===== src/sv/morse_led_keyer_top_macros.svh =====
// assertion helpers for the keyer
`ifndef MORSE_LED_KEYER_TOP_MACROS_SVH
`define MORSE_LED_KEYER_TOP_MACROS_SVH

`ifndef SYNTHESIS
`define MLK_ASSERT_IMP(lbl, clk, rst_n, ante, cons) \
  lbl: assert property (@(posedge clk) disable iff (!rst_n) (ante) |-> cons) \
    else $error("keyer assertion failed");
`define MLK_ASSERT_NXT(lbl, clk, rst_n, ante, cons) \
  lbl: assert property (@(posedge clk) disable iff (!rst_n) (ante) |=> cons) \
    else $error("keyer assertion failed");
`else
`define MLK_ASSERT_IMP(lbl, clk, rst_n, ante, cons)
`define MLK_ASSERT_NXT(lbl, clk, rst_n, ante, cons)
`endif

`endif


===== src/sv/mlk_pkg.sv =====
package mlk_pkg;

  localparam int BUF_DEPTH = 20;
  localparam int IDX_W     = $clog2(BUF_DEPTH);
  localparam int CMP_W     = (IDX_W > 5) ? IDX_W : 5;
  localparam logic [IDX_W-1:0] BUF_LAST = IDX_W'(BUF_DEPTH - 1);

  localparam int Q_DEPTH = 2;
  localparam int QPTR_W  = (Q_DEPTH > 1) ? $clog2(Q_DEPTH) : 1;
  localparam int QCNT_W  = $clog2(Q_DEPTH + 1);

  // register indexes
  localparam logic [2:0] REG_DOT    = 3'd0;
  localparam logic [2:0] REG_DASH   = 3'd1;
  localparam logic [2:0] REG_EGAP   = 3'd2;
  localparam logic [2:0] REG_LGAP   = 3'd3;
  localparam logic [2:0] REG_WLEN   = 3'd4;
  localparam logic [2:0] REG_FRAME  = 3'd5;

  // character classes
  localparam logic [2:0] CLS_NONE  = 3'd0;
  localparam logic [2:0] CLS_T     = 3'd1;
  localparam logic [2:0] CLS_E     = 3'd2;
  localparam logic [2:0] CLS_S     = 3'd3;
  localparam logic [2:0] CLS_THREE = 3'd4;

  typedef struct packed {
    logic [15:0] dot_ticks;
    logic [15:0] dash_ticks;
    logic [15:0] element_gap_ticks;
    logic [15:0] letter_gap_ticks;
    logic [4:0]  word_length;
    logic [15:0] frame_period_ticks;
  } cfg_t;

  typedef struct packed {
    logic       is_char;
    logic [2:0] cls;
  } q_item_t;

  function automatic logic [2:0] cls_len(input logic [2:0] cls);
    logic [2:0] len;
    unique case (cls)
      CLS_T, CLS_E: len = 3'd1;
      CLS_S:        len = 3'd3;
      CLS_THREE:    len = 3'd5;
      default:      len = 3'd0;
    endcase
    return len;
  endfunction

  function automatic logic cls_dash(input logic [2:0] cls, input logic [2:0] eidx);
    logic d;
    unique case (cls)
      CLS_T:     d = (eidx == 3'd0);
      CLS_THREE: d = (eidx == 3'd3) || (eidx == 3'd4);
      default:   d = 1'b0;
    endcase
    return d;
  endfunction

endpackage


===== src/sv/mlk_front.sv =====
module mlk_front (
  input  logic              in_tvalid,
  output logic              in_tready,
  input  logic              in_tuser,   // [0] req_type
  input  logic [7:0]        in_tdata,   // [7:0] char_code
  input  logic              q_full,
  output logic              q_push,
  output mlk_pkg::q_item_t  q_item
);

  logic [2:0] cls;

  always_comb begin
    unique case (in_tdata) inside
      8'h54, 8'h74: cls = mlk_pkg::CLS_T;
      8'h45, 8'h65: cls = mlk_pkg::CLS_E;
      8'h53, 8'h73: cls = mlk_pkg::CLS_S;
      8'h33:        cls = mlk_pkg::CLS_THREE;
      default:      cls = mlk_pkg::CLS_NONE;
    endcase
  end

  assign in_tready      = !q_full;
  assign q_push         = in_tvalid && !q_full;
  assign q_item.is_char = in_tuser;
  assign q_item.cls     = cls;

endmodule


===== src/sv/mlk_fifo.sv =====
module mlk_fifo (
  input  logic              clk,
  input  logic              rst_n,
  input  logic              push,
  input  mlk_pkg::q_item_t  push_item,
  output logic              full,
  input  logic              pop,
  output logic              q_valid,
  output mlk_pkg::q_item_t  q_item
);

  mlk_pkg::q_item_t            slots_r [mlk_pkg::Q_DEPTH];
  logic [mlk_pkg::QPTR_W-1:0]  wptr_r, wptr_nxt;
  logic [mlk_pkg::QPTR_W-1:0]  rptr_r, rptr_nxt;
  logic [mlk_pkg::QCNT_W-1:0]  cnt_r, cnt_nxt;
  logic                        do_pop;

  assign full    = (cnt_r == mlk_pkg::QCNT_W'(mlk_pkg::Q_DEPTH));
  assign q_valid = (cnt_r != '0);
  assign q_item  = slots_r[rptr_r];
  assign do_pop  = pop && q_valid;

  always_comb begin
    wptr_nxt = wptr_r;
    rptr_nxt = rptr_r;
    cnt_nxt  = cnt_r;
    if (push) begin
      wptr_nxt = (wptr_r == mlk_pkg::QPTR_W'(mlk_pkg::Q_DEPTH - 1)) ? '0 : wptr_r + 1'b1;
    end
    if (do_pop) begin
      rptr_nxt = (rptr_r == mlk_pkg::QPTR_W'(mlk_pkg::Q_DEPTH - 1)) ? '0 : rptr_r + 1'b1;
    end
    if (push && !do_pop) begin
      cnt_nxt = cnt_r + 1'b1;
    end else if (do_pop && !push) begin
      cnt_nxt = cnt_r - 1'b1;
    end
  end

  always_ff @(posedge clk) begin
    if (!rst_n) begin
      wptr_r <= '0;
      rptr_r <= '0;
      cnt_r  <= '0;
    end else begin
      wptr_r <= wptr_nxt;
      rptr_r <= rptr_nxt;
      cnt_r  <= cnt_nxt;
    end
  end

  always_ff @(posedge clk) begin
    if (push) begin
      slots_r[wptr_r] <= push_item;
    end
  end

endmodule


===== src/sv/mlk_back.sv =====
module mlk_back (
  input  logic              clk,
  input  logic              rst_n,
  input  mlk_pkg::cfg_t     cfg,
  input  logic              q_valid,
  input  mlk_pkg::q_item_t  q_item,
  output logic              q_pop,
  output logic              out_tvalid,
  input  logic              out_tready,
  output logic [7:0]        out_tdata   // [0] led_on, [1] playing, [7:2] zero
);

  localparam logic [2:0] MODE_IDLE    = 3'd0;
  localparam logic [2:0] MODE_PROCESS = 3'd1;
  localparam logic [2:0] MODE_ON      = 3'd2;
  localparam logic [2:0] MODE_OFF     = 3'd3;
  localparam logic [2:0] MODE_GAP     = 3'd4;

  localparam int IW = mlk_pkg::IDX_W;
  localparam int CW = mlk_pkg::CMP_W;

  logic [2:0]    mode_r, mode_nxt;
  logic [15:0]   gap_r, gap_nxt;
  logic [15:0]   frame_r, frame_nxt;
  logic [IW-1:0] wcnt_r, wcnt_nxt;
  logic [IW-1:0] pidx_r, pidx_nxt;
  logic [2:0]    eidx_r, eidx_nxt;
  logic          led_r, led_nxt;
  logic          ovalid_r, ovalid_nxt;
  logic [2:0]    cls_r;

  logic [2:0]    store [mlk_pkg::BUF_DEPTH];
  logic          we;

  logic          take;
  logic [15:0]   gap_inc;
  logic [15:0]   dur;
  logic [2:0]    len;
  logic [2:0]    e_next;

  assign take    = q_valid && (!ovalid_r || out_tready);
  assign q_pop   = take;
  assign gap_inc = (gap_r != 16'hFFFF) ? gap_r + 16'd1 : gap_r;
  assign len     = mlk_pkg::cls_len(cls_r);
  assign dur     = mlk_pkg::cls_dash(cls_r, eidx_r) ? cfg.dash_ticks : cfg.dot_ticks;
  assign e_next  = eidx_r + 3'd1;

  always_comb begin
    mode_nxt   = mode_r;
    gap_nxt    = gap_r;
    frame_nxt  = frame_r;
    wcnt_nxt   = wcnt_r;
    pidx_nxt   = pidx_r;
    eidx_nxt   = eidx_r;
    led_nxt    = led_r;
    we         = 1'b0;
    ovalid_nxt = ovalid_r && !out_tready;
    if (take) begin
      ovalid_nxt = 1'b1;
      if (q_item.is_char) begin
        if (wcnt_r < mlk_pkg::BUF_LAST) begin
          we       = 1'b1;
          wcnt_nxt = wcnt_r + 1'b1;
        end
      end else begin
        if (frame_r != 16'hFFFF) begin
          frame_nxt = frame_r + 16'd1;
        end
        unique case (mode_r)
          MODE_PROCESS: begin
            if (pidx_r < wcnt_r) begin
              eidx_nxt = 3'd0;
              if (len != 3'd0) begin
                led_nxt  = 1'b1;
                gap_nxt  = 16'd0;
                mode_nxt = MODE_ON;
              end else begin
                pidx_nxt = pidx_r + 1'b1;
              end
            end else begin
              mode_nxt = MODE_IDLE;
            end
          end
          MODE_ON: begin
            gap_nxt = gap_inc;
            if (gap_inc >= dur) begin
              led_nxt  = 1'b0;
              gap_nxt  = 16'd0;
              mode_nxt = MODE_OFF;
            end
          end
          MODE_OFF: begin
            gap_nxt = gap_inc;
            if (gap_inc >= cfg.element_gap_ticks) begin
              eidx_nxt = e_next;
              gap_nxt  = 16'd0;
              if (e_next < len) begin
                led_nxt  = 1'b1;
                mode_nxt = MODE_ON;
              end else begin
                pidx_nxt = pidx_r + 1'b1;
                mode_nxt = MODE_GAP;
              end
            end
          end
          MODE_GAP: begin
            gap_nxt = gap_inc;
            if (gap_inc >= cfg.letter_gap_ticks) begin
              mode_nxt = MODE_PROCESS;
            end
          end
          default: begin
            mode_nxt = MODE_IDLE;
            if (frame_nxt >= cfg.frame_period_ticks) begin
              frame_nxt = 16'd0;
              wcnt_nxt  = '0;
              pidx_nxt  = '0;
            end else if (CW'(wcnt_r) >= CW'(cfg.word_length) && pidx_r == '0) begin
              mode_nxt = MODE_PROCESS;
            end
          end
        endcase
      end
    end
  end

  always_ff @(posedge clk) begin
    if (!rst_n) begin
      mode_r   <= MODE_IDLE;
      gap_r    <= '0;
      frame_r  <= '0;
      wcnt_r   <= '0;
      pidx_r   <= '0;
      eidx_r   <= '0;
      led_r    <= 1'b0;
      ovalid_r <= 1'b0;
    end else begin
      mode_r   <= mode_nxt;
      gap_r    <= gap_nxt;
      frame_r  <= frame_nxt;
      wcnt_r   <= wcnt_nxt;
      pidx_r   <= pidx_nxt;
      eidx_r   <= eidx_nxt;
      led_r    <= led_nxt;
      ovalid_r <= ovalid_nxt;
    end
  end

  // class store, read port follows the next play index, write-first on collision
  always_ff @(posedge clk) begin
    if (we) begin
      store[wcnt_r] <= q_item.cls;
    end
    if (we && wcnt_r == pidx_nxt) begin
      cls_r <= q_item.cls;
    end else begin
      cls_r <= store[pidx_nxt];
    end
  end

  assign out_tvalid = ovalid_r;
  assign out_tdata  = {6'd0, (mode_r != MODE_IDLE), led_r};

endmodule


===== src/sv/morse_led_keyer_top.sv =====
// Morse keyer for one LED. Input beats are either a millisecond tick (in_tuser = 0) or a
// received character (in_tuser = 1, byte in in_tdata); each beat yields exactly one result
// beat carrying the LED level and the playing flag. One beat per clock is accepted and
// delivered when both sides keep up; a result passes through the two-entry queue between
// the character classifier and the playback sequencer and then through the output register.
// Characters are stored as Morse classes in a 20-entry store of which 19 entries are used;
// only T, E, S and 3 are keyed, others are skipped. The user must write the timing registers
// over the APB port only while the block is idle; the block itself does not enforce this.
`include "morse_led_keyer_top_macros.svh"

module morse_led_keyer_top (
  input  logic        clk,
  input  logic        rst_n,
  input  logic        in_tvalid,
  output logic        in_tready,
  input  logic        in_tuser,     // [0] req_type
  input  logic [7:0]  in_tdata,     // [7:0] char_code
  output logic        out_tvalid,
  input  logic        out_tready,
  output logic [7:0]  out_tdata,    // [0] led_on, [1] playing, [7:2] zero
  input  logic        cfg_psel,
  input  logic        cfg_penable,
  input  logic        cfg_pwrite,
  input  logic [4:0]  cfg_paddr,
  input  logic [31:0] cfg_pwdata,
  output logic [31:0] cfg_prdata,
  output logic        cfg_pready
);

  mlk_pkg::cfg_t     cfg_r;
  mlk_pkg::q_item_t  push_item;
  mlk_pkg::q_item_t  q_item;
  logic              q_push;
  logic              q_full;
  logic              q_pop;
  logic              q_valid;
  logic [2:0]        reg_idx;
  logic              wr_en;

  assign cfg_pready = 1'b1;
  assign reg_idx    = cfg_paddr[4:2];
  assign wr_en      = cfg_psel && cfg_penable && cfg_pwrite && cfg_pready;

  always_ff @(posedge clk) begin
    if (!rst_n) begin
      cfg_r.dot_ticks          <= 16'd25;
      cfg_r.dash_ticks         <= 16'd75;
      cfg_r.element_gap_ticks  <= 16'd30;
      cfg_r.letter_gap_ticks   <= 16'd100;
      cfg_r.word_length        <= 5'd5;
      cfg_r.frame_period_ticks <= 16'd2000;
    end else if (wr_en) begin
      unique case (reg_idx)
        mlk_pkg::REG_DOT:   cfg_r.dot_ticks          <= cfg_pwdata[15:0];
        mlk_pkg::REG_DASH:  cfg_r.dash_ticks         <= cfg_pwdata[15:0];
        mlk_pkg::REG_EGAP:  cfg_r.element_gap_ticks  <= cfg_pwdata[15:0];
        mlk_pkg::REG_LGAP:  cfg_r.letter_gap_ticks   <= cfg_pwdata[15:0];
        mlk_pkg::REG_WLEN:  cfg_r.word_length        <= cfg_pwdata[4:0];
        mlk_pkg::REG_FRAME: cfg_r.frame_period_ticks <= cfg_pwdata[15:0];
        default: ;
      endcase
    end
  end

  always_comb begin
    unique case (reg_idx)
      mlk_pkg::REG_DOT:   cfg_prdata = {16'd0, cfg_r.dot_ticks};
      mlk_pkg::REG_DASH:  cfg_prdata = {16'd0, cfg_r.dash_ticks};
      mlk_pkg::REG_EGAP:  cfg_prdata = {16'd0, cfg_r.element_gap_ticks};
      mlk_pkg::REG_LGAP:  cfg_prdata = {16'd0, cfg_r.letter_gap_ticks};
      mlk_pkg::REG_WLEN:  cfg_prdata = {27'd0, cfg_r.word_length};
      mlk_pkg::REG_FRAME: cfg_prdata = {16'd0, cfg_r.frame_period_ticks};
      default:            cfg_prdata = 32'd0;
    endcase
  end

  mlk_front u_front (
    .in_tvalid (in_tvalid),
    .in_tready (in_tready),
    .in_tuser  (in_tuser),
    .in_tdata  (in_tdata),
    .q_full    (q_full),
    .q_push    (q_push),
    .q_item    (push_item)
  );

  mlk_fifo u_fifo (
    .clk       (clk),
    .rst_n     (rst_n),
    .push      (q_push),
    .push_item (push_item),
    .full      (q_full),
    .pop       (q_pop),
    .q_valid   (q_valid),
    .q_item    (q_item)
  );

  mlk_back u_back (
    .clk        (clk),
    .rst_n      (rst_n),
    .cfg        (cfg_r),
    .q_valid    (q_valid),
    .q_item     (q_item),
    .q_pop      (q_pop),
    .out_tvalid (out_tvalid),
    .out_tready (out_tready),
    .out_tdata  (out_tdata)
  );

  // a lit led only occurs during playback
  `MLK_ASSERT_IMP(a_led_playing, clk, rst_n, out_tvalid && out_tdata[0], out_tdata[1])
  // a stalled input side means the queue holds work
  `MLK_ASSERT_IMP(a_stall_has_work, clk, rst_n, !in_tready, q_valid)
  // an input beat into an empty pipe comes out through the queue and the output register
  `MLK_ASSERT_NXT(a_latency, clk, rst_n, in_tvalid && in_tready && !q_valid && !out_tvalid,
                  ##1 out_tvalid)

endmodule


===== config.mk =====
export PLATFORM = sky130hd
export DESIGN_NAME = morse_led_keyer_top
export DESIGN_NICKNAME = d
export VERILOG_FILES = /design/src/sv/mlk_pkg.sv /design/src/sv/mlk_front.sv /design/src/sv/mlk_fifo.sv /design/src/sv/mlk_back.sv /design/src/sv/morse_led_keyer_top.sv
export VERILOG_INCLUDE_DIRS = /design/src /design/src/sv
export SDC_FILE = /design/constraint.sdc
export NUM_CORES = 1
export LEC_CHECK = 0
export BUFFER_PORTS_ARGS = -buffer_cell sky130_fd_sc_hd__buf_2
export CAP_MARGIN = 20
export CORE_MARGIN = 1
export CORE_UTILIZATION = 35
export DETAILED_ROUTE_END_ITERATION = 12
export PLACE_DENSITY = 0.56
export SETUP_SLACK_MARGIN = 0.05
export SLEW_MARGIN = 20
export SYNTH_ARGS = -nofsm -noshare
export SYNTH_HDL_FRONTEND = slang
export SYNTH_HIERARCHICAL = 1
export SYNTH_SLANG_ARGS = --single-unit

===== constraint.sdc =====
create_clock -name clk -period 11.1 [get_ports clk]
set_input_delay 2.22 -clock clk [delete_from_list [all_inputs] [get_ports clk]]
set_output_delay 2.22 -clock clk [all_outputs]
set_load 0.03 [all_outputs]

==> summary.md, run 1 <==
| Metric | Value |
|---|---|
| Status | `finished clean` |
| Die Area | `36500 um2` |
| Deepest clock path buffer count | `3` |
| # H-tree levels | `1` |
| Seq/Total Area, Yosys | `about two fifths` |
| Clock Latency Late Sink | `0.53 ns` |
| Top-level port count | `96` |
| Number of stages on the worst hold path | `2` |
| Post-layout worst setup margin | `about 5.1 ns` |
| Final setup vio count | `0` |
| Max-slew headroom | `between 20% and 30%` |
| Dpl ws | `roughly 5 ns` |
| Logic gate share of total power | `between 10% and 20%` |
| Count of port buffers added during placement | `54` |
| Worst supply voltage drop on vdd | `a little under 0.1 mV` |
| # resized after CTS | `0` |
| Layout cell share with drive strength beyond 1 | `10.8%` |
| Reg-to-reg setup timing slack | `5.11 ns` |
| Power dissipated by switching net loads | `567 uW` |
| Area of the mapped netlist | `12500 um2` |
| Setup fix buffers added after clock tree synthesis | `0` |
| CTS tree | `yes` |
| Post-synth top cells | `145 x dfxtp_1, 142 x nand2_1, 114 x mux2i_1` |
| Lkg Pwr | `0.00576 uW` |
| Leftover overflow at the end of global routing | `0` |
| Number of buffers added by the clock tree synthesis step | `24` |
| Top cell type by total area after synthesis | `dfxtp_1` |
| FP Rows | `a little under 70` |
| Minimum period implied by the final worst setup slack | `5.99 ns` |
| Width of the chip | `191 um` |
| Maximum number of pins on one net before global-route repair | `78` |
| Internal cell power | `approximately 1400 uW` |
| Count of non-filler cells in the finished layout | `roughly 1800` |
| Critical path fanouts, max | `between 40 and 50` |
| Clock tree root driver cell | `clkbuf_16` |
| Endpoint type of the worst setup path | `output pin` |
| Clock group share of total power | `between 40 and 50%` |
| Final hold violation count | `0` |
| Leading cell type by number of instances after synthesis | `dfxtp_1` |
| CP arrival | `3.77 ns` |
| Areal power density over the cells | `approximately 150 nW/um2` |
| Async set-or-reset flop fraction in the synthesized netlist | `0%` |
| Syn-to-layout area delta | `10.2%` |
| Number of iterations in the first detailed-routing pass | `5` |
| Reg power frac | `between 40 and 50%` |
| Average vias per placed instance | `between 5 and 6` |
| Global-route wire length before repair | `approximately 51000 um` |
| DRC | `0` |
| CTS Hold Buffers Added | `0` |
| Critical Setup Path Class | `input pin to output pin` |
| Share of Yosys cell area claimed by the top area cell type | `a little under a quarter` |
| Post-Route Setup TNS | `0 ns` |
| Clock slew seen by the registers of the worst setup and hold paths | `0.06 ns` |
| Worst-Margin Slew | `around 1.1 ns` |
| Primary flip-flop cell chosen by synthesis mapping | `dfxtp_1` |
| Worst min-delay path startpoint | `cfg_r[66]` |
| Effective utilization at floorplan | `a little over a third` |
| Initial antenna violation count | `0` |
| Routability congestion estimate | `between 0.8 and 0.9` |
| Post-Route Skew | `around 0.013 ns` |
| Core Area | `around 35000 um2` |
| Category of the worst setup path launch point | `input pin` |
| Total number of vias | `between 9000 and 10000` |
| Count of flip-flops with a built-in enable after synthesis | `68` |
| Final worst hold slack | `about 0.48 ns` |
| Total number of nets in the final design | `roughly 1400` |
| Type of the tightest min-delay check | `register to register` |
| Yosys synthesis warning count | `6` |
| Total of flip-flops plus latches after synthesis | `213` |
| Count of cell types in the netlist | `86` |
| Area contributors post-synth | `dfxtp_1 23%, edfxtp_1 16%, mux2i_1 9.1%, ha_1 8.6%, nand2_1 4.3%` |
| Max Cap Viol | `0` |
| Fraction of power spent switching nets | `28.3%` |
| Antenna Cells | `0` |
| Cells on worst reg2reg path | `19` |
| Worst hold endpoint | `cfg_r[66]` |
| Fmax achieved | `167 MHz` |
| Syn_area_per_cell | `around 9.8 um2` |
| Number of max-slew violations in the final report | `0` |
| DP Cell Count | `roughly 1700` |
| Die Y | `~190 um` |
| GR Util All Layers | `between 15 and 20%` |
| Detailed Route Iter0 Violations | `~570` |
| Sink Count | `between 200 and 250` |
| Number of global-route vias before repair | `9228` |
| Crit path required time | `roughly 8.9 ns` |
| Post-detailed-routing wire length | `~32000 um` |
| Crit share post-route | `between 50% and 60%` |
| Unrepaired setup endpoints after global routing | `no` |
| Remaining number of nets flagged by the antenna check after routing | `0` |
| Post-DP HPWL | `between 20000 and 25000 um` |
| Number of instances in the synthesized netlist | `approximately 1300` |
| RR Endpoint | `u_back/gap_r[2]` |
| Average detailed-routed wire length per instance | `about 18 um` |
-- layer usage --
metal | track usage [%] | wire (um) | vias to the layer above
li1 | - | - | 4665
met1 | 24.7 | 15000 | 4576
met2 | 28.3 | 14600 | 208
met3 | 1.95 | 1320 | 41
met4 | 5.51 | 844 | 0
met5 | 0 | 0 | -
-- layout by cell type, fill, tap and decap left out, drive strengths merged, types with 20 or more instances in the layout --
cell	instances
o21ai	55
nand2	143
edfxtp	68
nor2	66
dfxtp	145
clkbuf	30
nand3	23
conb	23
ha	86
a21o	20
buf	62
mux2i	114
o211ai	22
inv	80
a21oi	55
-- sequential cells by signal (all words and copies together), names as in the netlist, named ones only --
name               flops
u_back/out_tvalid      1
u_back/wcnt_r          5
u_back/gap_r          16
u_back/eidx_r          3
u_back/store          60
u_fifo/slots_r         8
u_fifo/wptr_r          1
u_fifo/cnt_r           2
u_back/mode_r          3
u_back/frame_r        16
u_back/led_r           1
cfg_r                 85
u_back/pidx_r          5
u_fifo/rptr_r          1
-- logic make-up after synthesis --
kind of cell / count (synthesis) / synth area share [%]
muxes: 139 / 13.1
buffers and inverters: 165 / 6.54
adders and majority gates: 86 / 8.61
and+or+nand+nor: 391 / 16.3
xor gates and xnor gates: 30 / 2.10
DFF: 213 / 39.5
other: 3 / 0.0900
AOI/OAI and AO/OA: 254 / 13.8
-- critical path, cell delays in order --
cell	delay, ns
buf_2	0.07
buf_4	0.50
and3b_1	0.44
nand2_1	0.10
o221ai_1	0.13
buf_2	0.27
-- stage by stage --
step / area, um2 / total power, uW / util [%]
CTS: 13800 / 2030 / 39.5
detailed placement: 13000 / 1210 / 37.2
global route: 13800 / 2090 / 39.5
global placement: 13000 / 1200 / 37.2
finish: 13800 / 2000 / 39.5
floorplan: 12600 / 1120 / -
-- power by group through the flow --
stage / registers, uW / clock network (uW) / logic [uW]
floorplan: 883 / 0 / 236
global placement: 888 / 0 / 315
detailed placement: 889 / 0 / 318
CTS: 872 / 833 / 321
global route: 874 / 861 / 351
finish: 872 / 811 / 319
-- layout make-up --
cell class	count	area, um2
clock inverters	14	144
well taps	455	569
clock buffers	30	673
flip-flops and latches	213	4940
fillers	3445	21100
multi-input cells	923	6820
repair buffers	62	333
inverters	79	297
-- worst max-delay path by stage --
stage | cells after the start | start | to | slack, ns
finish | 6 | cfg_paddr[2] | cfg_prdata[15] | 5.11
detailed placement | 19 | register | u_back/gap_r[0] | 5.03
floorplan | 5 | cfg_paddr[2] | cfg_prdata[1] | 5.33
global route | 19 | register | u_back/gap_r[2] | 4.58
global placement | 19 | register | u_back/gap_r[7] | 5.07
CTS | 19 | register | u_back/gap_r[2] | 4.98
No activity file was read; power rests on OpenSTA's default activity.
==> run 2, diff against run 1 <==
==> constraint.sdc (replaced) <==
create_clock -name clk -period 5.74 [get_ports clk]
set_input_delay 1.148 -clock clk [delete_from_list [all_inputs] [get_ports clk]]
set_output_delay 1.148 -clock clk [all_outputs]
set_load 0.03 [all_outputs]
==> run 2 against run 1 <==
Die area is the same. Cell count grew 0.56%. Worst setup slack lost 4.7 ns. Flip-flop and latch count is the same. Clock power grew 99%. First-iteration DRC count shrank 6.1%. Via count shrank 0.13%. Global-route usage shrank 0.18 points.
==> summary.md, run 2 (synthesis results as in run 1) <==
| Metric | Value |
|---|---|
| Length of routed wiring on met1 | `15400 um` |
| Detailed Route Iter0 Violations | `536` |
| Final hold violation count | `0` |
| RR Endpoint | `u_back/gap_r[6]` |
| Setup fix buffers added after clock tree synthesis | `0` |
| GR Util All Layers | `between 10% and 20%` |
| # resized after CTS | `0` |
| Crit share post-route | `between 90 and 100%` |
| Initial antenna violation count | `0` |
| Max-slew headroom | `around 28%` |
| Number of stages on the worst hold path | `2` |
| Crit path required time | `just over 6 ns` |
| Reg-to-reg setup timing slack | `0.41 ns` |
| Minimum period implied by the final worst setup slack | `approximately 5.3 ns` |
| Worst-Margin Slew | `roughly 1.1 ns` |
| Final setup vio count | `0` |
| Leftover overflow at the end of global routing | `0` |
| Multi-input gate area | `approximately 6800 um2` |
| Critical path fanouts, max | `17` |
| Met3 wirelength from detailed routing | `943 um` |
| Highest signal layer in the routed design | `met4` |
| Type of the tightest min-delay check | `register to register` |
| Post-detailed-routing wire length | `31700 um` |
| Core Area | `34900 um2` |
| Syn-to-layout area delta | `10.9%` |
| Width of the chip | `between 150 and 200 um` |
| Category of the worst setup path launch point | `register` |
| Deepest clock path buffer count | `3` |
| Post-layout worst setup margin | `0.411 ns` |
| Clock Latency Late Sink | `roughly 0.54 ns` |
| Critical Setup Path Class | `register to register` |
| Number of buffers added by the clock tree synthesis step | `25` |
| Worst supply voltage drop on vdd | `0.219 mV` |
| Post-Route Skew | `around 0.010 ns` |
| Status | `finished clean` |
| Register with the highest flop count | `cfg_r` |
| Average detailed-routed wire length per instance | `~18 um` |
| Number of iterations in the first detailed-routing pass | `4` |
| Commonest non-fill, non-tap cells in the layout | `145 x dfxtp_1, 142 x nand2_1, 114 x mux2i_1, 86 x ha_1, 78 x inv_1` |
| Fmax achieved | `188 MHz` |
| Total number of vias | `approximately 9500` |
| Cells on worst reg2reg path | `20` |
| Post-Route Setup TNS | `0 ns` |
| Worst hold endpoint | `cfg_r[60]` |
| Sink Count | `about 210` |
| CTS Hold Buffers Added | `0` |
| Max Cap Viol | `0` |
| Final worst hold slack | `0.473 ns` |
| Dpl ws | `0.157 ns` |
| Largest registers | `cfg_r: 85 flops, u_back/store: 60 flops` |
| Reg area | `~4900 um2` |
| Number of flip-flops under the largest register name | `85` |
| Average vias per placed instance | `about 5.3` |
| Clock tree root driver cell | `clkbuf_16` |
| CP arrival | `5.78 ns` |
| Die Y | `191 um` |
| # H-tree levels | `1` |
| Worst min-delay path startpoint | `cfg_r[60]` |
| Total number of nets in the final design | `~1500` |
| Post-Layout Inst Area | `around 14000 um2` |
| DRC | `0` |
| Areal power density over the cells | `~280 nW/um2` |
| Post-DP HPWL | `about 23000 um` |
| Layout cell share with drive strength beyond 1 | `around 11%` |
| Die Area | `between 30000 and 40000 um2` |
| Leading cell type in the layout, fill and taps excluded | `dfxtp_1` |
| Maximum number of pins on one net before global-route repair | `74` |
| Number of max-slew violations in the final report | `0` |
| Unrepaired setup endpoints after global routing | `yes` |
| Count of filler cells inserted in the layout | `approximately 3500` |
| Endpoint type of the worst setup path | `register` |
| CTS tree | `yes` |
| Count of port buffers added during placement | `54` |
| Global-route wire length before repair | `50400 um` |
| Met2 Wirelength | `14600 um` |
| Clock slew seen by the registers of the worst setup and hold paths | `0.06 ns` |
| Effective utilization at floorplan | `between 30% and 40%` |
| Area after detailed placement | `13000 um2` |
| Remaining number of nets flagged by the antenna check after routing | `0` |
| Lkg Pwr | `0.00580 uW` |
| Routability congestion estimate | `0.821` |
| FP Rows | `68` |
| Antenna Cells | `0` |
| Top-level port count | `between 90 and 100` |
| Number of global-route vias before repair | `about 9000` |
run 2: how the worst max path moves through the flow:
stage	from	to	slack (ns)	cells after the start
finish	register	u_back/gap_r[6]	0.41	20
floorplan	register	u_back/gap_r[2]	1.23	20
global route	register	u_back/gap_r[11]	0.04	19
detailed placement	register	u_back/gap_r[2]	0.16	20
global placement	register	u_back/gap_r[4]	0.28	20
CTS	register	u_back/gap_r[2]	0.13	20
run 2: area by class of cell:
cell class / instances / share of cell area (%)
multi-input combinational: 923 / 49.3
sequential: 213 / 35.7
clock buffer: 33 / 4.80
tap: 455 / 4.11
timing repair buffer: 70 / 2.83
inverter: 79 / 2.14
clock inverter: 13 / 1.18
run 2: per-stage QoR:
stage | utilization [%] | std cells | total power (uW)
floorplan | - | 1301 | 2160
finish | 39.7 | 1786 | 3920
CTS | 39.7 | 1786 | 3960
global route | 39.7 | 1786 | 4080
detailed placement | 37.3 | 1740 | 2340
global placement | 37.3 | 1740 | 2330
run 2: where the power goes:
group / total, uW / switching (uW) / internal (uW)
clock: 1610 / 656 / 958
combinational: 623 / 415 / 208
sequential: 1690 / 41.1 / 1650
total: 3920 / 1110 / 2810
run 2: per-layer routing:
| layer | global-route usage (%) | vias to the layer above |
|---|---|---|
| met1 | 24.5 | 4600 |
| met4 | 5.05 | 0 |
| met2 | 28.3 | 164 |
| met5 | 0 | - |
| li1 | - | 4671 |
| met3 | 1.71 | 43 |
run 2: critical path, cell delays in order (launching register included):
cell and delay, ns:
dfxtp_1 0.49, buf_4 0.25, mux4_1 0.57, a22oi_1 0.25
nand2_1 0.21, nor3_1 0.18, o21a_1 0.17, a32oi_1 0.08
o21ai_2 0.14, buf_4 0.35, mux2i_1 0.28, ha_1 0.27
nand4_1 0.14, nor2_1 0.11, a2111oi_2 0.44, o211ai_1 0.20
a31oi_1 0.27, a221oi_1 0.08, buf_4 0.23, or3b_1 0.35
a21oi_1 0.14
==> run 3, diff against run 2 <==
--- a/config.mk
+++ b/config.mk
@@ -12,6 +12,7 @@
 export CORE_UTILIZATION = 35
 export DETAILED_ROUTE_END_ITERATION = 12
 export PLACE_DENSITY = 0.56
+export REMOVE_ABC_BUFFERS = 1
 export SETUP_SLACK_MARGIN = 0.05
 export SLEW_MARGIN = 20
 export SYNTH_ARGS = -nofsm -noshare
==> run 3 against run 2 <==
Die area did not move. Flip-flop and latch count did not move. Sequential power barely moved. Fmax rose by 1.7%. Wire length fell by 0.80%. Clock power rose by 4%. Count of clock-buffer cells in the layout fell by 1. Utilization rose by 0.057 points.
==> summary.md, run 3 (synthesis results as in run 1) <==
| Metric | Value |
|---|---|
| Status | `finished clean` |
| Final setup vio count | `0` |
| Lkg Pwr | `0.00582 uW` |
| Number of global-route vias before repair | `roughly 9100` |
| Width of the chip | `191 um` |
| Syn-to-layout area delta | `11.0%` |
| Routability congestion estimate | `0.799` |
| Maximum number of pins on one net before global-route repair | `65` |
| Fmax achieved | `191 MHz` |
| Number of iterations in the first detailed-routing pass | `5` |
| Number of stages on the worst hold path | `1` |
| Clock tree root driver cell | `clkbuf_16` |
| Total power of the final layout | `3990 uW` |
| Critical Setup Path Class | `register to register` |
| Met3 Resource Use GR | `approximately 1.7%` |
| GR Util met1 | `24.2%` |
| Sink Count | `about 210` |
| Number of buffers added by the clock tree synthesis step | `24` |
| Category of the worst setup path launch point | `register` |
| Setup fix buffers added after clock tree synthesis | `0` |
| Total number of vias | `around 9400` |
| Minimum period implied by the final worst setup slack | `roughly 5.2 ns` |
| Leftover overflow at the end of global routing | `0` |
| Die Y | `between 150 and 200 um` |
| Initial antenna violation count | `0` |
| Largest incremental delay on the critical path | `about 0.63 ns` |
| Cells along the critical path | `mux4_1, a22o_1, a221oi_2, o21ai_0, nor2_1, a32oi_1, o21ai_2, buf_12, mux2i_1, ha_1, nand4_1, nor2_1, a2111oi_0, o211ai_1, a31oi_1, a221oi_1, buf_4, or3b_1, a21oi_1` |
| CP arrival | `between 5 and 6 ns` |
| Max Cap Viol | `0` |
| Worst supply voltage drop on vdd | `roughly 0.22 mV` |
| Cells on worst reg2reg path | `19` |
| Remaining number of nets flagged by the antenna check after routing | `0` |
| Post-Route Skew | `0.0196 ns` |
| Number of max-slew violations in the final report | `0` |
| CTS tree | `yes` |
| Die Area | `between 30000 and 40000 um2` |
| Clock Latency Late Sink | `about 0.52 ns` |
| Count of port buffers added during placement | `54` |
| Register with the highest flop count | `cfg_r` |
| Areal power density over the cells | `287 nW/um2` |
| DRC | `0` |
| # H-tree levels | `1` |
| Post-detailed-routing wire length | `31400 um` |
| GR Util All Layers | `between 10% and 20%` |
| Detailed Route Iter0 Violations | `roughly 620` |
| Unrepaired setup endpoints after global routing | `no` |
| Deepest clock path buffer count | `3` |
| Antenna Cells | `0` |
| Total number of nets in the final design | `about 1400` |
| Met2 track demand over resource in global routing | `between 20 and 30%` |
| Critical path fanouts, max | `17` |
| Most numerous cell on the critical path | `nor2_1` |
| Number of flip-flops under the largest register name | `85` |
| Final design utilization | `between 30% and 40%` |
| Average detailed-routed wire length per instance | `~18 um` |
| Type of the tightest min-delay check | `register to register` |
| CTS Hold Buffers Added | `0` |
| FP Rows | `68` |
| GRT Max-Usage Layer | `met2` |
| Top-level port count | `between 90 and 100` |
| Post-DP HPWL | `roughly 23000 um` |
| Worst-Margin Slew | `1.02 ns` |
| Average vias per placed instance | `between 5 and 6` |
| Final hold violation count | `0` |
| Max-slew headroom | `a little under a third` |
| Clock slew seen by the registers of the worst setup and hold paths | `around 0.060 ns` |
| Global-route wire length before repair | `50300 um` |
| Largest registers | `cfg_r: 85 flops, u_back/store: 60 flops` |
| Leading cell type in the layout, fill and taps excluded | `dfxtp_1` |
| Crit share post-route | `about nine tenths` |
| Commonest non-fill, non-tap cells in the layout | `144 x dfxtp_1, 142 x nand2_1, 114 x mux2i_1, 86 x ha_1, 78 x inv_1` |
| Post-Route Setup TNS | `0 ns` |
| Effective utilization at floorplan | `35.8%` |
| Core Area | `approximately 35000 um2` |
| Max stage delay cell, worst path | `mux4_1` |
| Crit path required time | `roughly 6.2 ns` |
| Endpoint type of the worst setup path | `register` |
| Layout cell share with drive strength beyond 1 | `11.1%` |
| Count of filler cells inserted in the layout | `about 3500` |
run 3: changes by cell type in the layout (fill, tap and decap cells not counted), moves of 2 or more:
cell / before / now
clkbuf_1: 7 / 4
buf_4: 17 / 14
clkinvlp_2: 3 / 1
bufinv_16: 3 / 5
clkinv_2: 3 / 1
clkbuf_8: 1 / 3
run 3: layout make-up:
type,count,area [um2],share of cell area (%)
clock inverters,10,180,1.30
well taps,455,569,4.10
inverters,79,297,2.14
clock buffers,32,682,4.91
multi-input cells,923,6820,49.1
flip-flops and latches,213,4950,35.6
repair buffers,68,390,2.81
run 3: worst paths after layout:
| kind | from | endpoint | slack [ns] |
|---|---|---|---|
| setup / recovery | register | u_back/gap_r[11] | 0.50 |
| setup reg to reg | register | u_back/gap_r[11] | 0.50 |
| hold / removal | u_back/led_r | u_back/led_r | 0.47 |
| hold reg to reg | u_back/led_r | u_back/led_r | 0.47 |
run 3: per-stage QoR:
step	hold WS [ns]	instance area [um2]	std cells	setup slack, ns
floorplan	0.444	12100	1215	0.336
global placement	0.454	13000	1738	0.493
detailed placement	0.466	13000	1738	0.280
CTS	0.473	13900	1780	0.237
global route	0.496	13900	1780	0.113
finish	0.472	13900	1780	0.500
run 3: per-layer routing:
layer / wire length (um) / part of all wire (%) / up-vias
met5: 0 / 0 / -
met3: 1190 / 3.8 / 43
met2: 14200 / 45 / 185
met4: 877 / 2.8 / 0
met1: 15100 / 48 / 4542
li1: - / - / 4668
run 3: timing repair:
item,in CTS,in global routing
hold endpoints to repair,0,0
setup endpoints to repair,0,12
gates resized for setup,0,2
run 3: critical path: cells and delay by family (launching register included):
family	cells	cell delay, ns
AOI/OAI and AO/OA	10	2.28
muxes	2	0.91
and+or+nand+nor	4	0.74
DFF	1	0.46
buffers and inverters	2	0.44
adders and majority gates	1	0.27
run 3: where the power goes:
group	total, uW	leakage, uW	internal (uW)	switching, uW
combinational	623	0.00361	211	412
sequential	1690	0.00179	1650	40.1
clock	1680	0.000415	1060	622
